==> config.mk <==
export PLATFORM = sky130hd
export DESIGN_NAME = weighted_interval_scheduler
export DESIGN_NICKNAME = d
export VERILOG_FILES = /design/src/wis_pkg.sv /design/src/wis_fifo.sv /design/src/wis_front.sv /design/src/wis_back.sv /design/src/weighted_interval_scheduler.sv
export SDC_FILE = /design/constraint.sdc
export NUM_CORES = 2
export LEC_CHECK = 0
export BUFFER_PORTS_ARGS = -buffer_cell sky130_fd_sc_hd__buf_2
export CORE_MARGIN = 2
export CORE_UTILIZATION = 50
export DETAILED_ROUTE_END_ITERATION = 7
export PLACE_DENSITY_LB_ADDON = 0.12
export SETUP_SLACK_MARGIN = 0.05
export SLEW_MARGIN = 20
export SYNTH_ARGS = -nofsm -noshare
export SYNTH_HDL_FRONTEND = slang
export SYNTH_SLANG_ARGS = --single-unit
==> constraint.sdc <==
create_clock -name clk_i -period 13.51 [get_ports clk_i]
set_input_delay 0.6755 -clock clk_i [delete_from_list [all_inputs] [get_ports clk_i]]
set_output_delay 0.6755 -clock clk_i [all_outputs]
set_load 0.01 [all_outputs]
==> src/wis_pkg.sv <==
// Shared types and constants for the weighted interval scheduler.
`default_nettype none
package wis_pkg;

  // Fixed widths of the item fields on the ports.
  localparam int unsigned FieldTimeBits  = 16;
  localparam int unsigned FieldTotalBits = 21;

  // One input item as it arrives on the push side.
  typedef struct packed {
    logic [FieldTimeBits-1:0] start_time;
    logic [FieldTimeBits-1:0] finish_time;
    logic                     last_interval;
  } wis_in_t;

  // One result item as it leaves on the pop side.
  typedef struct packed {
    logic [FieldTimeBits-1:0]  chosen_start;
    logic [FieldTimeBits-1:0]  chosen_finish;
    logic [FieldTotalBits-1:0] total_duration;
    logic                      has_interval;
    logic                      dropped_input;
    logic                      last_result;
  } wis_out_t;

  // Classified interval handed from the front part to the back part.
  typedef struct packed {
    logic [FieldTimeBits-1:0] start_time;
    logic [FieldTimeBits-1:0] finish_time;
    logic                     keep;
    logic                     last;
  } wis_cmd_t;

endpackage : wis_pkg
`default_nettype wire

==> src/wis_fifo.sv <==
// Small first-in first-out queue of fixed-width words.
`default_nettype none
module wis_fifo #(
  parameter int unsigned WIDTH = 8,
  parameter int unsigned DEPTH = 2
) (
  input  wire logic             clk_i,
  input  wire logic             rst_ni,
  input  wire logic             push_i,
  input  wire logic [WIDTH-1:0] wdata_i,
  output logic                  full_o,
  input  wire logic             pop_i,
  output logic      [WIDTH-1:0] rdata_o,
  output logic                  empty_o
);

  localparam int unsigned AW = (DEPTH > 1) ? $clog2(DEPTH) : 1;
  localparam int unsigned CW = $clog2(DEPTH + 1);

  logic [WIDTH-1:0] mem_q [DEPTH];
  logic [AW-1:0]    wr_q, wr_d, rd_q, rd_d;
  logic [CW-1:0]    cnt_q, cnt_d;
  logic             do_push, do_pop;

  assign full_o  = (cnt_q == CW'(DEPTH));
  assign empty_o = (cnt_q == '0);
  assign do_push = push_i && !full_o;
  assign do_pop  = pop_i && !empty_o;
  assign rdata_o = mem_q[rd_q];

  // Pointer and fill count update, wrapping at the queue depth.
  always_comb begin
    wr_d  = wr_q;
    rd_d  = rd_q;
    cnt_d = cnt_q;
    if (do_push) begin
      wr_d = (wr_q == AW'(DEPTH - 1)) ? '0 : wr_q + 1'b1;
    end
    if (do_pop) begin
      rd_d = (rd_q == AW'(DEPTH - 1)) ? '0 : rd_q + 1'b1;
    end
    if (do_push && !do_pop) begin
      cnt_d = cnt_q + 1'b1;
    end else if (do_pop && !do_push) begin
      cnt_d = cnt_q - 1'b1;
    end
  end

  always_ff @(posedge clk_i or negedge rst_ni) begin
    if (!rst_ni) begin
      wr_q  <= '0;
      rd_q  <= '0;
      cnt_q <= '0;
    end else begin
      wr_q  <= wr_d;
      rd_q  <= rd_d;
      cnt_q <= cnt_d;
    end
  end

  // Storage words need no reset.
  always_ff @(posedge clk_i) begin
    if (do_push) begin
      mem_q[wr_q] <= wdata_i;
    end
  end

endmodule : wis_fifo
`default_nettype wire

==> src/wis_front.sv <==
// Front part: accepts intervals and marks those that exceed capacity.
`default_nettype none
module wis_front #(
  parameter int unsigned MAX_INTERVALS = 32
) (
  input  wire logic              clk_i,
  input  wire logic              rst_ni,
  input  wire logic              push_i,
  input  wire wis_pkg::wis_in_t  item_i,
  input  wire logic              q_full_i,
  output logic                   q_push_o,
  output wis_pkg::wis_cmd_t      q_cmd_o
);
  import wis_pkg::*;

  localparam int unsigned CW = $clog2(MAX_INTERVALS + 1);

  logic [CW-1:0] cnt_q, cnt_d;
  logic          keep;

  assign q_push_o = push_i && !q_full_i;
  assign keep     = (cnt_q != CW'(MAX_INTERVALS));

  always_comb begin
    q_cmd_o.start_time  = item_i.start_time;
    q_cmd_o.finish_time = item_i.finish_time;
    q_cmd_o.keep        = keep;
    q_cmd_o.last        = item_i.last_interval;
  end

  // Count stored intervals of the current set; the last one closes the set.
  always_comb begin
    cnt_d = cnt_q;
    if (q_push_o) begin
      if (item_i.last_interval) begin
        cnt_d = '0;
      end else if (keep) begin
        cnt_d = cnt_q + 1'b1;
      end
    end
  end

  always_ff @(posedge clk_i or negedge rst_ni) begin
    if (!rst_ni) begin
      cnt_q <= '0;
    end else begin
      cnt_q <= cnt_d;
    end
  end

endmodule : wis_front
`default_nettype wire

==> src/wis_back.sv <==
// Back part: stores a set, sorts it, runs the dynamic program and traces back.
`default_nettype none
module wis_back #(
  parameter int unsigned MAX_INTERVALS = 32,
  parameter int unsigned TIME_BITS     = 16
) (
  input  wire logic              clk_i,
  input  wire logic              rst_ni,
  input  wire logic              q_empty_i,
  input  wire wis_pkg::wis_cmd_t q_cmd_i,
  output logic                   q_pop_o,
  input  wire logic              res_full_i,
  output logic                   res_push_o,
  output wis_pkg::wis_out_t      res_o
);
  import wis_pkg::*;

  localparam int unsigned IW = $clog2(MAX_INTERVALS);
  localparam int unsigned CW = $clog2(MAX_INTERVALS + 1);
  localparam int unsigned BW = TIME_BITS + CW;

  localparam logic [2:0] S_LOAD  = 3'd0;
  localparam logic [2:0] S_RLOAD = 3'd1;
  localparam logic [2:0] S_RANK  = 3'd2;
  localparam logic [2:0] S_PLOAD = 3'd3;
  localparam logic [2:0] S_PRED  = 3'd4;
  localparam logic [2:0] S_DP    = 3'd5;
  localparam logic [2:0] S_TRACE = 3'd6;
  localparam logic [2:0] S_EMIT  = 3'd7;

  // Register files: raw, sorted, predecessor, best totals, pick stack.
  logic [TIME_BITS-1:0] st_q [MAX_INTERVALS];
  logic [TIME_BITS-1:0] fn_q [MAX_INTERVALS];
  logic [TIME_BITS-1:0] ss_q [MAX_INTERVALS];
  logic [TIME_BITS-1:0] sf_q [MAX_INTERVALS];
  logic [CW-1:0]        pred_q [MAX_INTERVALS];
  logic [BW-1:0]        best_q [MAX_INTERVALS];
  logic [IW-1:0]        stack_q [MAX_INTERVALS];
  logic [MAX_INTERVALS-1:0] take_q;

  logic [2:0]           state_q;
  logic [CW-1:0]        cnt_q, rank_q, p_q, tp_q, sp_q;
  logic [IW-1:0]        i_q, j_q;
  logic                 ovf_q;
  logic [TIME_BITS-1:0] hs_q, hf_q;
  logic [BW-1:0]        prev_q, total_q;

  // Read ports.
  logic [IW-1:0]        st_addr, ss_addr, sf_addr, pred_addr, top_idx;
  logic [TIME_BITS-1:0] st_rd, fn_rd, ss_rd, sf_rd;
  logic [CW-1:0]        pred_rd;
  logic [BW-1:0]        best_rd;

  // Step logic.
  logic                 i_end, j_end, inc, below;
  logic [CW-1:0]        rank_fin, p_new, sp_dec;
  logic [TIME_BITS-1:0] dur;
  logic [BW-1:0]        bp, with_v, best_v;
  logic                 take_v;

  assign i_end  = (CW'(i_q) == cnt_q - 1'b1);
  assign j_end  = (CW'(j_q) == cnt_q - 1'b1);
  assign sp_dec = sp_q - 1'b1;
  assign top_idx = stack_q[sp_dec[IW-1:0]];

  always_comb begin
    st_addr = (state_q == S_RLOAD) ? i_q : j_q;
    case (state_q)
      S_EMIT:  ss_addr = top_idx;
      default: ss_addr = i_q;
    endcase
    case (state_q)
      S_PRED:  sf_addr = j_q;
      S_EMIT:  sf_addr = top_idx;
      default: sf_addr = i_q;
    endcase
    pred_addr = (state_q == S_TRACE) ? IW'(tp_q - 1'b1) : i_q;
  end

  assign st_rd   = st_q[st_addr];
  assign fn_rd   = fn_q[st_addr];
  assign ss_rd   = ss_q[ss_addr];
  assign sf_rd   = sf_q[sf_addr];
  assign pred_rd = pred_q[pred_addr];
  assign best_rd = best_q[IW'(pred_rd - 1'b1)];

  // Rank compare: earlier finish, equal finish with a larger start, or an equal pair loaded earlier.
  always_comb begin
    inc = (fn_rd < hf_q) || ((fn_rd == hf_q) && (st_rd > hs_q)) ||
          ((fn_rd == hf_q) && (st_rd == hs_q) && (j_q < i_q));
    rank_fin = rank_q + CW'(inc);
  end

  // Predecessor compare against the held start.
  assign below = (sf_rd <= hs_q);
  assign p_new = below ? CW'(j_q) + 1'b1 : p_q;

  // Dynamic program step; a reversed interval has no duration.
  always_comb begin
    dur    = (sf_rd < ss_rd) ? '0 : sf_rd - ss_rd;
    bp     = (pred_rd != '0) ? best_rd : '0;
    with_v = BW'(dur) + bp;
    take_v = (with_v > prev_q);
    best_v = take_v ? with_v : prev_q;
  end

  assign q_pop_o = (state_q == S_LOAD) && !q_empty_i;

  // Result formation, both for chosen intervals and the empty selection.
  always_comb begin
    res_push_o = 1'b0;
    res_o      = '0;
    if (state_q == S_EMIT && !res_full_i) begin
      res_push_o = 1'b1;
      if (sp_q != '0) begin
        res_o.chosen_start   = FieldTimeBits'(ss_rd);
        res_o.chosen_finish  = FieldTimeBits'(sf_rd);
        res_o.total_duration = FieldTotalBits'(total_q);
        res_o.has_interval   = 1'b1;
      end
      res_o.dropped_input = ovf_q;
      res_o.last_result   = (sp_q <= CW'(1));
    end
  end

  // Sequencer.
  always_ff @(posedge clk_i or negedge rst_ni) begin
    if (!rst_ni) begin
      state_q <= S_LOAD;
      cnt_q   <= '0;
      ovf_q   <= 1'b0;
      i_q     <= '0;
      j_q     <= '0;
      rank_q  <= '0;
      p_q     <= '0;
      tp_q    <= '0;
      sp_q    <= '0;
      prev_q  <= '0;
      total_q <= '0;
    end else begin
      case (state_q)
        S_LOAD: begin
          if (q_pop_o) begin
            if (q_cmd_i.keep) begin
              cnt_q <= cnt_q + 1'b1;
            end else begin
              ovf_q <= 1'b1;
            end
            if (q_cmd_i.last) begin
              i_q     <= '0;
              state_q <= S_RLOAD;
            end
          end
        end
        S_RLOAD: begin
          j_q     <= '0;
          rank_q  <= '0;
          state_q <= S_RANK;
        end
        S_RANK: begin
          if (j_end) begin
            if (i_end) begin
              i_q     <= '0;
              state_q <= S_PLOAD;
            end else begin
              i_q     <= i_q + 1'b1;
              state_q <= S_RLOAD;
            end
          end else begin
            j_q    <= j_q + 1'b1;
            rank_q <= rank_fin;
          end
        end
        S_PLOAD: begin
          j_q <= '0;
          p_q <= '0;
          if (i_q == '0) begin
            if (i_end) begin
              prev_q  <= '0;
              state_q <= S_DP;
            end else begin
              i_q <= i_q + 1'b1;
            end
          end else begin
            state_q <= S_PRED;
          end
        end
        S_PRED: begin
          if (j_q == i_q - 1'b1) begin
            if (i_end) begin
              i_q     <= '0;
              prev_q  <= '0;
              state_q <= S_DP;
            end else begin
              i_q     <= i_q + 1'b1;
              state_q <= S_PLOAD;
            end
          end else begin
            j_q <= j_q + 1'b1;
            p_q <= p_new;
          end
        end
        S_DP: begin
          prev_q <= best_v;
          if (i_end) begin
            total_q <= best_v;
            tp_q    <= cnt_q;
            sp_q    <= '0;
            state_q <= S_TRACE;
          end else begin
            i_q <= i_q + 1'b1;
          end
        end
        S_TRACE: begin
          if (tp_q == '0) begin
            state_q <= S_EMIT;
          end else if (take_q[pred_addr]) begin
            sp_q <= sp_q + 1'b1;
            tp_q <= pred_rd;
          end else begin
            tp_q <= tp_q - 1'b1;
          end
        end
        S_EMIT: begin
          if (res_push_o) begin
            if (sp_q <= CW'(1)) begin
              sp_q    <= '0;
              cnt_q   <= '0;
              ovf_q   <= 1'b0;
              state_q <= S_LOAD;
            end else begin
              sp_q <= sp_dec;
            end
          end
        end
        default: state_q <= S_LOAD;
      endcase
    end
  end

  // Register file writes; entries are only read once written in this set.
  always_ff @(posedge clk_i) begin
    if (state_q == S_LOAD && q_pop_o && q_cmd_i.keep) begin
      st_q[cnt_q[IW-1:0]] <= TIME_BITS'(q_cmd_i.start_time);
      fn_q[cnt_q[IW-1:0]] <= TIME_BITS'(q_cmd_i.finish_time);
    end
    if (state_q == S_RLOAD) begin
      hs_q <= st_rd;
      hf_q <= fn_rd;
    end
    if (state_q == S_PLOAD) begin
      hs_q <= ss_rd;
    end
    if (state_q == S_RANK && j_end) begin
      ss_q[rank_fin[IW-1:0]] <= hs_q;
      sf_q[rank_fin[IW-1:0]] <= hf_q;
    end
    if (state_q == S_PLOAD && i_q == '0) begin
      pred_q[0] <= '0;
    end
    if (state_q == S_PRED && j_q == i_q - 1'b1) begin
      pred_q[i_q] <= p_new;
    end
    if (state_q == S_DP) begin
      best_q[i_q] <= best_v;
      take_q[i_q] <= take_v;
    end
    if (state_q == S_TRACE && tp_q != '0 && take_q[pred_addr]) begin
      stack_q[sp_q[IW-1:0]] <= pred_addr;
    end
  end

  // Results only leave during the emit phase.
  a_push_phase : assert property (@(posedge clk_i) disable iff (!rst_ni)
    res_push_o |-> (state_q == S_EMIT))
    else $error("result pushed outside the emit phase");

  // The pick stack never holds more entries than the set.
  a_stack_bound : assert property (@(posedge clk_i) disable iff (!rst_ni)
    (state_q == S_TRACE) |-> (sp_q <= cnt_q))
    else $error("pick stack overran the stored set");

  // The final result of a run hands control back to loading.
  a_last_load : assert property (@(posedge clk_i) disable iff (!rst_ni)
    (res_push_o && res_o.last_result) |=> (state_q == S_LOAD && cnt_q == '0))
    else $error("run did not return to loading after its final result");

  // No input transfer is taken while a set is being worked on.
  a_no_pop_busy : assert property (@(posedge clk_i) disable iff (!rst_ni)
    (state_q != S_LOAD) |-> !q_pop_o)
    else $error("input transfer taken during a run");

endmodule : wis_back
`default_nettype wire

==> src/weighted_interval_scheduler.sv <==
// Top level of the weighted interval scheduler.
// Intervals are pushed into a short queue one per cycle while it is not full,
// and are stored until one marked last arrives; intervals beyond
// MAX_INTERVALS are dropped and flagged. The set of stored intervals is
// then ranked by finish time, predecessors are searched, the dynamic program
// runs and the traceback follows; each chosen interval then leaves through
// the result queue one per cycle while that queue is not full. New
// intervals queue up in front while a run is in progress.
`default_nettype none
module weighted_interval_scheduler #(
  parameter int unsigned MAX_INTERVALS = 32,
  parameter int unsigned TIME_BITS     = 16
) (
  input  wire logic             clk_i,
  input  wire logic             rst_ni,
  input  wire logic             push,
  input  wire wis_pkg::wis_in_t in_item_i,
  output logic                  full,
  output logic                  empty,
  input  wire logic             pop,
  output wis_pkg::wis_out_t     out_item_o
);
  import wis_pkg::*;

  logic     cq_push, cq_full, cq_pop, cq_empty, rq_push, rq_full;
  wis_cmd_t cq_wdata, cq_rdata;
  wis_out_t rq_wdata;

  assign full = cq_full;

  wis_front #(
    .MAX_INTERVALS(MAX_INTERVALS)
  ) u_front (
    .clk_i   (clk_i),
    .rst_ni  (rst_ni),
    .push_i  (push),
    .item_i  (in_item_i),
    .q_full_i(cq_full),
    .q_push_o(cq_push),
    .q_cmd_o (cq_wdata)
  );

  // Queue between the front and back parts.
  wis_fifo #(
    .WIDTH($bits(wis_cmd_t)),
    .DEPTH(4)
  ) u_cmd_q (
    .clk_i  (clk_i),
    .rst_ni (rst_ni),
    .push_i (cq_push),
    .wdata_i(cq_wdata),
    .full_o (cq_full),
    .pop_i  (cq_pop),
    .rdata_o(cq_rdata),
    .empty_o(cq_empty)
  );

  wis_back #(
    .MAX_INTERVALS(MAX_INTERVALS),
    .TIME_BITS    (TIME_BITS)
  ) u_back (
    .clk_i     (clk_i),
    .rst_ni    (rst_ni),
    .q_empty_i (cq_empty),
    .q_cmd_i   (cq_rdata),
    .q_pop_o   (cq_pop),
    .res_full_i(rq_full),
    .res_push_o(rq_push),
    .res_o     (rq_wdata)
  );

  // Result queue towards the pop side.
  wis_fifo #(
    .WIDTH($bits(wis_out_t)),
    .DEPTH(2)
  ) u_res_q (
    .clk_i  (clk_i),
    .rst_ni (rst_ni),
    .push_i (rq_push),
    .wdata_i(rq_wdata),
    .full_o (rq_full),
    .pop_i  (pop),
    .rdata_o(out_item_o),
    .empty_o(empty)
  );

endmodule : weighted_interval_scheduler
`default_nettype wire

======== Yosys cells after proc, flatten, opt, wreduce, memory -nomap -nowiden ========
Memory sizes are Yosys's and may differ from the RTL's.
Index checks and enable logic that the tools add are counted.
W data, S select, Z words.
word-level totals
  flip-flop bits (word level) ............. 168
  memory bits (writable) .................. 3352
  input port bits ......................... 37
  output and inout port bits .............. 58
  logic and storage cells ................. 260
  memories kept ........................... 9
memory list
  name             words  bits a word  read ports  clocked after memory_dff  write ports  line            source
  u_back.best_q    32     22           1           0                         1            wis_back.sv:37  logic [BW-1:0] best_q [MAX_INTERVALS];
  u_back.fn_q      32     16           1           0                         1            wis_back.sv:33  logic [TIME_BITS-1:0] fn_q [MAX_INTERVALS];
  u_back.sf_q      32     16           1           0                         1            wis_back.sv:35  logic [TIME_BITS-1:0] sf_q [MAX_INTERVALS];
  u_back.ss_q      32     16           1           0                         1            wis_back.sv:34  logic [TIME_BITS-1:0] ss_q [MAX_INTERVALS];
  u_back.st_q      32     16           1           0                         1            wis_back.sv:32  logic [TIME_BITS-1:0] st_q [MAX_INTERVALS];
  u_back.pred_q    32     6            1           0                         1            wis_back.sv:36  logic [CW-1:0] pred_q [MAX_INTERVALS];
  3 more memories  --     --           --          --                        --           --
operators by class
  $add $sub $neg .......................... 22
  $lt $le $gt $ge ......................... 10
  equal/unequal tests ..................... 33
  mux-type cells .......................... 99
  reductions and logical operators ........ 66
operators by type and width
  cell                   count
  $mux W22               5
  $mux W6                18
  $pmux W22 S3           1
  $mux W5                13
  $mux W56               1
  $mux W54               1
  $mux W16               3
  $pmux W6 S2            4
  $mux W3                13
  $bwmux W32             1
  $eq A16 B16 Y1         2
  $lt A16 B16 Y1         2
  $mux W1                26
  $pmux W5 S5            1
  $pmux W3 S8            1
  $add A16 B22 Y22       1
  $gt A22 B22 Y1         1
  $logic_and A1 B1 Y1    22
  $ne A2 B2 Y1 const B   10
  $add A6 B1 Y6 const B  3
  $pmux W6 S3            1
  $reduce_bool A6 Y1     3
  $sub A6 B1 Y6 const B  3
  $gt A16 B16 Y1         1
  46 further kinds       93

======== Longest topological paths before layout ========
An unclocked memory read counts as a cell.
  depth after elaboration ................. 10
  gate-level depth with buffers ........... 61
  gate-level depth less buffers ........... 52

======== Modules after synthesis ========
Synthesis repeated with hierarchy kept, for this count alone.
unflattened totals
  cells, all modules ...................... 7180
  area total of the unflattened synthesis .. 141207.9 sq um
modules (own cells, without submodules)
  module              instances  cells each  area an instance (sq um)
  wis_back            1          6698        130829.2
  wis_fifo (u_cmd_q)  1          215         5392.7
  wis_fifo (u_res_q)  1          193         4357.9
  wis_front           1          74          628.1

======== Worst setup path before layout ========
Ideal clock, no wire load.
  path kind ............................... flip-flop to flip-flop
  start ................................... register u_back.sp_q[0]
  end ..................................... memory u_back.best_q[0][1] (netlist name) (data pin)
  setup time .............................. 0.397 ns
  arrival time ............................ 14.298 ns
  required time ........................... 13.113 ns
  slack ................................... -1.185 ns
  cell stages (with the launch flop) ...... 58
  period minus slack after synthesis ...... 14.695 ns
  cell sequence ........................... dfrtp_1 buf_2 buf_1 clkbuf_1 inv_1 ha_1 clkbuf_1 clkbuf_1 mux4_2 mux4_2 mux2i_1 nor2_1 a21oi_1 buf_2 buf_1 mux4_2 mux2_2 nand2_1 [... 22 more ...] nor2b_1 o21ai_0 a21boi_0 o21ai_0 a21boi_0 o21ai_0 a21o_1 a21oi_1 a31oi_1 o21a_1 nor4_4 xnor2_1 ha_1 nand4_1 o41ai_1 nor2_1 clkbuf_1 mux2i_1
between the ends
  longest elaborated chain between the ends .. 9
ends and longest elaborated chain
  element                                             line                            source
  from (decl)                                         wis_back.sv:42                  logic [CW-1:0] cnt_q, rank_q, p_q, tp_q, sp_q;
  from (signal assigned)                              wis_back.sv:218                 sp_q <= sp_q + 1'b1;
  from (signal assigned)                              wis_back.sv:232                 sp_q <= sp_dec;
  $sub A6 B1 Y6 *                                     wis_back.sv:63                  assign sp_dec = sp_q - 1'b1;
  $mem_v2 Z32 W5 *                                    --
  $pmux W5 S2 or $mux W5 (tied branches)              wis_back.sv:72, wis_back.sv:68
  $mem_v2 Z32 W16 (on tied branches)                  --
  $sub A16 B16 Y16 or $lt A16 B16 Y1 (tied branches)  wis_back.sv:100                 dur = (sf_rd < ss_rd) ? '0 : sf_rd - ss_rd;
  $mux W16 *                                          wis_back.sv:100
  $add A16 B22 Y22 *                                  wis_back.sv:102                 with_v = BW'(dur) + bp;
  $gt A22 B22 Y1 *                                    wis_back.sv:103                 take_v = (with_v > prev_q);
  named net u_back.take_v                             wis_back.sv:59                  logic take_v;
  $mux W22 *                                          wis_back.sv:104                 best_v = take_v ? with_v : prev_q;
  named net u_back.best_v[1]                          wis_back.sv:58                  logic [BW-1:0] bp, with_v, best_v;
  to (decl)                                           wis_back.sv:37
The timed path passes the listed nets; every way through them passes the cells marked *.

======== Worst setup path after layout ========
  start ................................... register u_back.sp_q[1]
  end ..................................... register u_back.total_q[16]
between the ends
  longest elaborated chain between the ends .. 9
ends and longest elaborated chain
  element                                             line                            source
  $sub A6 B1 Y6 *                                     wis_back.sv:63
  $mem_v2 Z32 W5 *                                    --
  $pmux W5 S2 or $mux W5 (tied branches)              wis_back.sv:72, wis_back.sv:68
  $mem_v2 Z32 W16 (on tied branches)                  --
  $sub A16 B16 Y16 or $lt A16 B16 Y1 (tied branches)  wis_back.sv:100
  $mux W16 *                                          wis_back.sv:100
  $add A16 B22 Y22 *                                  wis_back.sv:102
  $gt A22 B22 Y1                                      wis_back.sv:103
  $mux W22 *                                          wis_back.sv:104
  named net u_back.best_v[16]                         wis_back.sv:58
  to (signal assigned)                                wis_back.sv:206                 total_q <= best_v;
  to (decl)                                           wis_back.sv:46                  logic [BW-1:0] prev_q, total_q;
Marked as above.
A chain may end at the register's enable or synchronous reset.

==> impl_metrics.toml <==
[cells_and_area]
final_cell_mix = "3,416 x edfxtp_1, 769 x nand2_1, 481 x a211oi_1"
fill_cells = 21500
fin_nets = 9020
area_growth_pct = 13.6
fin_area_sq_um = 163000
final_common_cell = "edfxtp_1"
layout-drive-gt1-share_pct = 20.0

[setup_path]
slowest_delay_ns = 0.63
critPathRequiredTime_ns = 14.34
cp-end-kind = "register"
cp.arrival_ns = 13.39
regToRegSetupSlack_ns = 0.95
critPathKind = "reg2reg"
reg2reg_depth = 53
cpMostUsedCell = "o21ai_0"
crit_path_top_delay_cell = "mux2_2"
crit_fanout = 34
startpoint_type = "register"
reg2reg_to = "u_back.total_q[16]"
rr_startpoint = "u_back.sp_q[1]"

[timing]
post-route-period-util_pct = 93.0
finClkSkew_ns = 0.0600
finalHoldViolations = 0
slew_headroom_pct = 19.1
layout_min_cycle_time_ns = 12.56
setup_tns_ns = 0
finalMaxSlewViolations = 0
fmax_mhz = 79.6
final-setup-viol-count = 0
timing.hold.ws_ns = 0.100
tightest_slew_ns = 1.20
setup_ws_ns = 0.949
rsz0062_at_grt = "false"

[clock_tree]
htreeDepth = 5
tritoncts = "done"
cts.reportedPaths.clkPinSlew_ns = 0.06
clk_path_buf_depth = 4
root_buffer = "clkbuf_16"
cts_sinks = 3519
numCtsBuffers = 366
clock_latency_ns = 0.96

[global_route]
grt_overflow = 0
grt_pass1_vias = 78600
antenna_found_initial = 6
grt_use_total_pct = 25.8
grt_pass1_wl_um = 550000
grt_start_max_net_pins = 163

[min_path]
hold_path_class = "in2reg"
min_to = "u_cmd_q.mem_q[2][0]"
holdPathStages = 1
min_from = "in_item_i[0]"

[place]
dpl_cell_area_sq_um = 151000
gp_congestion = 0.851
dp_hpwl_um = 214000
post-place-ws_ns = 0.138
io_buffer_count = 94

[power_and_ir_drop]
seqPwrFrac_pct = 40.2
p_sw_mw = 16.1
peakVddDrop_uv = 469
cell_internal_pwr_mw = 28.7
p_comb_share_pct = 37.4
power_leakage_nw = 54.5
cellPowerDensity_nw_per_um2 = 274
swShare_pct = 35.9
clkPwrFrac_pct = 22.4
power_mw = 44.8

[logic_synthesis]
synth_edf_count = 3416
synth_seq_cells = 3519
synth_fp_nets = 8694
ys.flop_type = "edfxtp_1"
avgSynthCellArea_sq_um = 16.9
async_flop_share_pct = 2.93
syn_inst = 8516
syn_area_sq_um = 144000
ys_seq_area_share_pct = 73.1
synth_warnings = 0
ys_types = 109

[detailed_routing]
drtPass1Iterations = 5
wl_per_cell_um = 29.6
drc = 0
wl_um = 383000
ant_nets = 0
routed-via-count = 80000
viasPerCell = 6.19
dr.first_iter.drc_count = 9166

[status]
run_status = "complete, no violations"

[flow_run]
cap_violations = 0

[die]
std_cell_rows = 196
die_h_um = 540
dieArea_sq_um = 292000
die_w_um = 540
start_util_pct = 50.3
ios = 95
core_area_sq_um = 286000
[cell usage after synthesis (22+ instances only)]
cell type | n | area [sq um]
edfxtp_1 | 3416 | 103000
nand2_1 | 770 | 2890
a211oi_1 | 481 | 3610
mux4_2 | 400 | 9010
clkbuf_1 | 350 | 1310
nor2_1 | 332 | 1250
mux2i_1 | 313 | 3130
and2_1 | 283 | 1770
mux2_2 | 252 | 2840
a21oi_1 | 224 | 1120
o21ai_0 | 146 | 731
ha_1 | 138 | 1730
a31oi_1 | 136 | 851
inv_1 | 133 | 499
a311oi_1 | 130 | 1140
dfrtp_1 | 103 | 2580
o211ai_1 | 85 | 638
buf_1 | 79 | 297
nand3_1 | 61 | 305
buf_2 | 57 | 285
nor2b_1 | 55 | 344
o31ai_1 | 41 | 308
xnor2_1 | 41 | 359
o211a_1 | 40 | 400
nor3_1 | 39 | 195
a22o_1 | 26 | 228
xor2_1 | 25 | 219
nand4_1 | 24 | 150
a21o_1 | 22 | 165
and2_0 | 22 | 138
[cell families (layout without fill, tap and decap cells)]
kind of cell               Yosys count  count (layout)  synth area share [%]
other                                0               4                     0
xor gates and xnor gates            70              70                 0.447
AOI/OAI and AO/OA                 1477            1477                  7.32
buffers and inverters              656            1284                  1.87
adders and majority gates          141             141                  1.24
muxes                              981             982                  10.6
DFF                               3519            3519                  73.1
and+or+nand+nor                   1672            1673                  5.38
[critical path: cells and delay by family (launching register included)]
kind | cells | cell delay (ns)
AO/OA/AOI/OAI | 24 | 4.30
multiplexers | 8 | 3.05
adder cells (fa/ha/maj) | 6 | 2.14
AND/OR/NAND/NOR | 8 | 1.35
buffers and inverters | 6 | 0.95
flip-flops | 1 | 0.44
XOR/XNOR | 1 | 0.14
[worst max-delay path by stage]
stage | startpoint | to | slack, ns | depth (start not counted)
floorplan | u_back.sp_q[0] | u_back.total_q[13] | 0.25 | 57
global placement | u_back.sp_q[1] | u_back.total_q[15] | 0.31 | 52
detailed placement | u_back.sp_q[1] | u_back.total_q[15] | 0.14 | 52
CTS | u_back.sp_q[1] | u_back.total_q[15] | 0.09 | 52
global route | u_back.sp_q[1] | u_back.best_q[16][19] | 0.07 | 53
finish | u_back.sp_q[1] | u_back.total_q[16] | 0.95 | 53
[layer usage]
layer  vias to the layer above  share of wire, %  wire length, um  global-route usage (%)
met4                         4               2.9            11100                    7.36
met2                      3113                48           182000                    41.3
li1                      34400                 -                -                       -
met3                       608               6.9            26500                    3.31
met5                         -            0.0071               27                       0
met1                     41800                43           163000                    37.2
[metrics by stage]
stage          utilization (%)  cells
6_report                  57.2  12900
2_1_floorplan                -   8516
5_1_grt                   57.2  12900
3_5_place_dp              52.7  12200
3_3_place_gp              52.6  12200
4_1_cts                   57.0  12900
[area by class of cell]
class / instances / area [sq um] / area share (%)
diodes: 4 / 10.0 / 0.00613
clock inverters: 220 / 2290 / 1.40
well taps: 3762 / 4710 / 2.88
repair buffers: 470 / 3930 / 2.41
flip-flops and latches: 3519 / 105000 / 64.4
inverters: 141 / 536 / 0.328
multi-input cells: 4343 / 36900 / 22.6
repair inverters: 1 / 7.51 / 0.00460
clock buffers: 452 / 9750 / 5.97
[registers in the layout, summed over array words and instances, names as in the netlist, 16 cells and up]
name and cells:
u_back.hs_q 16, u_back.best_q 704, u_back.sf_q 512, u_res_q.mem_q 112
u_back.take_q 32, u_back.st_q 512, u_back.prev_q 22, u_back.stack_q 160
u_back.pred_q 192, u_back.total_q 21, u_back.fn_q 512, u_back.ss_q 512
u_back.hf_q 16, u_cmd_q.mem_q 136
[timing repair]
action	in CTS	in global routing
endpoints found under the hold margin	181	0
hold buffers	33	0
resized for setup	0	24
setup buffers	0	6
setup endpoints to repair	0	778
[power by group through the flow]
stage | Sequential [mW] | Clock, mW | Combinational, mW
after floorplan | 18.1 | 0 | 10.3
after global routing | 18.1 | 10.6 | 18.1
after detailed placement | 18.4 | 0 | 15.8
after CTS | 18.2 | 10.2 | 15.9
final | 18.0 | 10.0 | 16.7
after global placement | 18.4 | 0 | 15.4
Power figures use the tool's default switching activity.
